**config.mk**
```make
export PLATFORM = sky130hd
export DESIGN_NAME = zsm_median
export DESIGN_NICKNAME = d
export VERILOG_FILES = /design/src/rtl/zsm_pkg.sv /design/src/rtl/zsm_median.sv
export SDC_FILE = /design/constraint.sdc
export NUM_CORES = 1
export LEC_CHECK = 0
export ABC_AREA = 1
export BUFFER_PORTS_ARGS = -buffer_cell sky130_fd_sc_hd__buf_4
export CAP_MARGIN = 10
export CORE_ASPECT_RATIO = 1.2
export CORE_MARGIN = 2
export CORE_UTILIZATION = 45
export CTS_CLUSTER_DIAMETER = 30
export DETAILED_ROUTE_END_ITERATION = 10
export GPL_ROUTABILITY_DRIVEN = 0
export GPL_TIMING_DRIVEN = 1
export PLACE_DENSITY_LB_ADDON = 0.05
export SYNTH_ARGS = -nofsm -noshare
export SYNTH_HDL_FRONTEND = slang
export SYNTH_SLANG_ARGS = --single-unit
```
**constraint.sdc**
```tcl
create_clock -name clk_i -period 8.3 [get_ports clk_i]
set_clock_uncertainty 0.15 [all_clocks]
set_input_delay 1.66 -clock clk_i [delete_from_list [all_inputs] [get_ports clk_i]]
set_output_delay 1.66 -clock clk_i [all_outputs]
set_load 0.01 [all_outputs]
```
**src/rtl/zsm_pkg.sv**
```systemverilog
// Package for the zero-skipping 3x3 median filter: sizes and shared types.
// No dependencies.
`timescale 1ns / 1ps
`default_nettype none
package zsm_pkg;
  localparam int unsigned MaxWidth = 2048;
  localparam int unsigned AddrW = $clog2(MaxWidth);
  localparam logic [11:0] WidthReset = 12'd640;
  localparam logic [15:0] HeightReset = 16'd480;

  typedef enum logic {
    CfgWidth = 1'b0,
    CfgHeight = 1'b1
  } cfg_idx_e;

  // Window columns handed from front end to sorter: three columns of three rows
  typedef struct packed {
    logic [2:0][2:0][7:0] win;
    logic last;
  } win_t;
endpackage
`default_nettype wire

```
**src/rtl/zsm_median.sv**
```systemverilog
// Pipelined zero-skipping median: rank sort over four register stages.
// Depends on zsm_pkg.
`timescale 1ns / 1ps
`default_nettype none
module zsm_median (
  input  wire logic          clk_i,
  input  wire logic          rst_ni,
  input  wire logic          en_i,
  input  wire logic          valid_i,
  input  wire zsm_pkg::win_t data_i,
  output      logic          valid_o,
  output      logic [7:0]    value_o,
  output      logic          last_o
);
  // Stage 1: pairwise compares, count zeros. Stage 2: rank of each value.
  // Stage 3: place values by rank. Stage 4: pick.
  logic [8:0][7:0] vin;
  logic [8:0][7:0] v1_q, v2_q;
  logic [8:0][8:0] lt_d, lt_q;
  logic [8:0][3:0] rk_d, rk_q;
  logic [3:0] z1_d, z1_q, z2_q, z3_q;
  logic [8:0][7:0] srt_d, srt_q;
  logic [3:0] v_q;
  logic [3:0] l_q;
  logic [7:0] res_d, res_q;

  // Ties break on position so every value gets a distinct rank
  always_comb begin
    z1_d = '0;
    for (int i = 0; i < 3; i++) begin
      for (int j = 0; j < 3; j++) begin
        vin[3*i+j] = data_i.win[i][j];
        z1_d = z1_d + 4'(data_i.win[i][j] == 8'd0);
      end
    end
    for (int a = 0; a < 9; a++) begin
      for (int b = 0; b < 9; b++) begin
        lt_d[a][b] = (b != a) && ((vin[b] < vin[a]) || ((vin[b] == vin[a]) && (b < a)));
      end
    end
  end

  always_comb begin
    for (int a = 0; a < 9; a++) begin
      rk_d[a] = '0;
      for (int b = 0; b < 9; b++) begin
        rk_d[a] = rk_d[a] + 4'(lt_q[a][b]);
      end
    end
  end

  always_comb begin
    srt_d = '0;
    for (int a = 0; a < 9; a++) begin
      for (int r = 0; r < 9; r++) begin
        if (rk_q[a] == 4'(r)) srt_d[r] = v2_q[a];
      end
    end
  end

  always_comb begin
    logic [3:0] k;
    k = 4'((5'(z3_q) + 5'd8) >> 1);
    res_d = (z3_q == 4'd9) ? 8'd0 : srt_q[k];
  end

  always_ff @(posedge clk_i or negedge rst_ni) begin
    if (!rst_ni) begin
      v_q <= '0;
    end else if (en_i) begin
      v_q <= {v_q[2:0], valid_i};
    end
  end

  always_ff @(posedge clk_i) begin
    if (en_i) begin
      v1_q <= vin;
      lt_q <= lt_d;
      z1_q <= z1_d;
      v2_q <= v1_q;
      rk_q <= rk_d;
      z2_q <= z1_q;
      srt_q <= srt_d;
      z3_q <= z2_q;
      res_q <= res_d;
      l_q <= {l_q[2:0], data_i.last};
    end
  end

  assign valid_o = v_q[3];
  assign value_o = res_q;
  assign last_o = l_q[3];
endmodule
`default_nettype wire

```
==> impl.org <==
** Outcome
- The flow ran to the end, and the final reports show no timing, DRC or antenna violations.

** Timing
- Max Freq :: between 0.2 and 0.25 GHz
- Setup violations remaining at the end of the flow were counted as 0.
- Setup TNS after final layout :: 0 ns
- Setup repair after global routing left no endpoint under its margin.
- Portion of the clock cycle consumed by the worst path in the final layout :: 0.5799
- Worst Max-Slew Pin Slew :: 1.090 ns
- The final-report max-slew violation count was 0.
- Setup slack closes at between 3 and 4 ns.
- Final Hold Vio Count :: 0
- Clock period minus final worst setup slack :: 4.813 ns
- Relative slew margins :: 0.2671

** Global route
- Entering global routing, the biggest net connects 163 pins.
- Via count of the first global-routing pass :: 18.06k
- Antenna violations before repair :: 2
- For this run, the total global-route usage over all layers was measured as 0.2799.
- The total overflow left after global routing is 0.
- First-pass GRT wire length :: between 100000 and 150000 um

** Worst setup path
- In this run the worst path has a maximum fanout of 10.
- Type of the worst setup path :: input pin to flop
- STA puts the critical path data required time at ~8.5 ns.
- Slack of the worst reg-to-reg path :: between 5 and 6 ns
- Launching element type of the critical path :: input pin
- STA classifies the critical path endpoint as a flop.
- Data arrival time of the worst path :: approximately 5.0 ns

** Pwr
- Worst VDD drop :: around 0.00014 V
- The share of total power dissipated in sequential elements is 0.318.
- Clk pwr share :: 0.355
- Total power divided by cell area :: about 280 nW/um^2
- The share of total power dissipated in combinational logic is 0.327.
- Leakage dissipation :: 12.68 nW
- The analysis attributes to net switching a power of 2.763 mW.
- Internal power comes to 4.756 mW.
- Switching power share of the total :: 0.3675
- The design draws 7.519 mW.

** Floorplan
- The initialized floorplan defines 91 standard-cell rows.
- Die Outline Area :: roughly 53000 um^2
- In this run the count of I/O pins placed on the die edge is 87.
- Core box area :: a little over 50000 um^2
- Die extent in y :: 252.3 um
- For this configuration, the core starts out at a cell density of 0.4524.
- Die Span X :: about 210 um

** Logic synthesis
- The average instance in the mapped netlist occupies between 8 and 9 um^2.
- When the netlist entered floorplanning its net count stood at slightly above 3k.
- Cell taking the most area after synthesis :: sky130_fd_sc_hd__edfxtp_1
- Post-Syn Instances :: 2682
- The share of the Yosys chip area taken by registers is 0.4146.
- Register bit count reported by yosys :: 320
- Distinct cell type count after synthesis :: 37
- The share of synthesized area in the top cell type comes to 0.4103.
- Top area cells in the synthesized netlist :: sky130_fd_sc_hd__edfxtp_1, sky130_fd_sc_hd__ha_1, sky130_fd_sc_hd__nand2_1
- Number of synthesis warnings :: 0
- Post-Syn Area :: between 20000 and 25000 um^2

** Detailed routing
- The detailed router placed between 15k and 20k vias in this run.
- ANT nets after route :: 0
- Average wire length per cell after detail routing :: between 20 and 25 um
- In the routed design, unresolved DRC markers number 0.
- Summed over all layers, the routed wires come to 73910 um.
- The first detailed-routing pass ran for 6 iterations.
- The detailed router finished its first iteration with roughly 1.6k violations.
- Met1 wire length :: approximately 30000 um
- Detailed-routed wire length on met2 :: about 36000 um
- Per-cell via count in the routed design :: between 5 and 6
- Routed signal wires occupy layers up through met5.
- Met3 layer wire length in the routed design :: between 4000 and 5000 um

** Clocking
- Clock latency on the worst-skew pair :: roughly 0.6 ns
- TritonCTS buffer count :: between 60 and 70
- Register clock-pin slew on the reported worst setup and hold paths :: 0.05 ns
- Number of levels in the clock H-tree :: 3
- The cell sitting at the root of the clock tree is a sky130_fd_sc_hd__clkbuf_16.
- Once the clock tree was built, the setup fixing pass inserted 0 buffers.
- The number of gates resized after CTS was 0.
- For this design, the sink count on the clock tree is 320.
- Clock Path Buffers :: 3
- Number of buffers inserted for hold repair after clock tree synthesis :: 0
- TritonCTS built the clock tree.

** Placement
- PortBufs :: 86
- Counting tap cells, the placed design contains a total of around 3.4k instances.
- Setup slack after placement :: around 2.9 ns
- DP Wirelength :: ~57000 um

** Final layout
- Leaving out fill and tap cells, the most frequent cell in the layout is sky130_fd_sc_hd__nand2_1.
- Final core utilization :: 0.5221
- Compared with the post-synthesis result, the final layout area differs by 15.41%.
- Of the cells placed in the final design, the portion with a size suffix greater than 1 is 0.07370.
- Leaving out fill and tap cells, the most frequent cells in the layout are sky130_fd_sc_hd__nand2_1, sky130_fd_sc_hd__inv_1, sky130_fd_sc_hd__ha_1.
- Post-Layout Cell Count :: 3488
- Fill cell count :: ~4.7k
- The net count of the finished layout is around 3.2k.

** Job
- Number of max-capacitance violations reported :: 0

** Worst hold path
- The path class of the tightest hold or removal check is flop to flop.
[worst max-delay path, stage by stage]
cell and delay, ns:
sky130_fd_sc_hd__buf_4 0.17, sky130_fd_sc_hd__nor4_1 0.29, sky130_fd_sc_hd__nand2_1 0.18, sky130_fd_sc_hd__fa_1 0.59, sky130_fd_sc_hd__fa_1 0.56, sky130_fd_sc_hd__inv_1 0.05, sky130_fd_sc_hd__fa_1 0.53, sky130_fd_sc_hd__inv_1 0.05
sky130_fd_sc_hd__fa_1 0.41, sky130_fd_sc_hd__inv_1 0.09, sky130_fd_sc_hd__fa_1 0.41
[per-layer routing]
layer / global-route usage / vias to the layer above
met4: 0.1390 / 4
met1: 0.3439 / 8779
met2: 0.4778 / 651
met5: 0 / -
met3: 0.04486 / 191
li1: - / 9148
[synth_stat cells]
cell,number
sky130_fd_sc_hd__nand4_1,22
sky130_fd_sc_hd__a31oi_1,3
sky130_fd_sc_hd__nand3b_1,2
sky130_fd_sc_hd__and2_1,1
sky130_fd_sc_hd__nor2_2,6
sky130_fd_sc_hd__nor4_1,13
sky130_fd_sc_hd__xnor2_1,8
sky130_fd_sc_hd__o32ai_1,8
sky130_fd_sc_hd__o221ai_1,14
sky130_fd_sc_hd__nor2_1,118
sky130_fd_sc_hd__o21bai_1,3
sky130_fd_sc_hd__nand2_1,630
sky130_fd_sc_hd__o31ai_1,15
sky130_fd_sc_hd__o21ai_0,221
sky130_fd_sc_hd__clkinv_1,1
sky130_fd_sc_hd__nand3_1,126
sky130_fd_sc_hd__ha_1,317
sky130_fd_sc_hd__or2_2,1
sky130_fd_sc_hd__dfrtp_1,4
sky130_fd_sc_hd__a21boi_0,2
sky130_fd_sc_hd__fa_1,41
sky130_fd_sc_hd__xor2_1,2
sky130_fd_sc_hd__a21oi_1,129
sky130_fd_sc_hd__edfxtp_1,316
sky130_fd_sc_hd__buf_2,4
sky130_fd_sc_hd__nor3_2,4
sky130_fd_sc_hd__o211ai_1,2
sky130_fd_sc_hd__clkbuf_1,32
sky130_fd_sc_hd__inv_2,3
sky130_fd_sc_hd__o21a_1,13
sky130_fd_sc_hd__inv_1,555
sky130_fd_sc_hd__a32oi_1,19
sky130_fd_sc_hd__o211a_1,1
sky130_fd_sc_hd__buf_1,21
sky130_fd_sc_hd__o21ai_1,1
sky130_fd_sc_hd__a211oi_1,23
sky130_fd_sc_hd__nor3_1,1
[stage by stage]
step / area, um^2 / hold slack (ns)
CTS: 26690 / 0.2368
floorplan: 23130 / 0.2503
detailed placement: 24400 / 0.2545
global route: 26690 / 0.2418
finish: 26690 / 0.2455
global placement: 24400 / 0.2539
[cells by family (layout without fill, tap and decap cells)]
group | Yosys count | count (layout) | share of synthesized area
other cells | 0 | 1 | 0
flops | 320 | 320 | 0.4146
xor+xnor | 10 | 10 | 0.003787
buf+inv | 616 | 770 | 0.1002
fa+ha+maj | 358 | 358 | 0.2070
compound gates | 454 | 454 | 0.1115
simple gates | 924 | 924 | 0.1629
[registers in the layout, indices dropped and copies added (netlist names)]
register  cells
v1_q         72
srt_q        40
v2_q         72
z2_q          4
value_o       8
lt_q         72
v_q           4
rk_q         36
z3_q          4
z1_q          4
l_q           4
[power by group through the flow]
stage	clock, mW	sequential [mW]	combinational, mW
floorplan	0	2.33	1.63
global placement	0	2.41	2.38
detailed placement	0	2.42	2.44
CTS	2.71	2.39	2.45
global route	2.79	2.42	2.80
finish	2.67	2.39	2.46
[final cells by class]
| cell class | instances | area (um^2) | share of cell area |
|---|---|---|---|
| Timing Repair Buffer | 88 | 680.7 | 0.02550 |
| Sequential cell | 320 | 9589 | 0.3593 |
| Clock inverter | 43 | 538.0 | 0.02016 |
| Clock buffer | 80 | 1747 | 0.06544 |
| Antenna cell | 1 | 2.502 | 0.00009375 |
| Multi-Input combinational cell | 1746 | 11220 | 0.4204 |
| Tap cell | 651 | 814.5 | 0.03052 |
| Inverter | 559 | 2098 | 0.07861 |
[worst paths after layout]
check,from,endpoint,depth (start not counted)
worst max-delay path,data_i[14],z1_q[1]$_DFFE_PP_,11
worst min-delay path,v1_q[23]$_DFFE_PP_,v2_q[23]$_DFFE_PP_,0
worst max register to register,lt_q[36]$_DFFE_PP_,rk_q[18]$_DFFE_PP_,9
worst min register to register,v1_q[23]$_DFFE_PP_,v2_q[23]$_DFFE_PP_,0
max in group asynchronous,rst_ni,v_q[1]$_DFFE_PN0P_,1
min in group asynchronous,rst_ni,v_q[3]$_DFFE_PN0P_,1
Note: power is estimated with default switching activity, not from simulation.
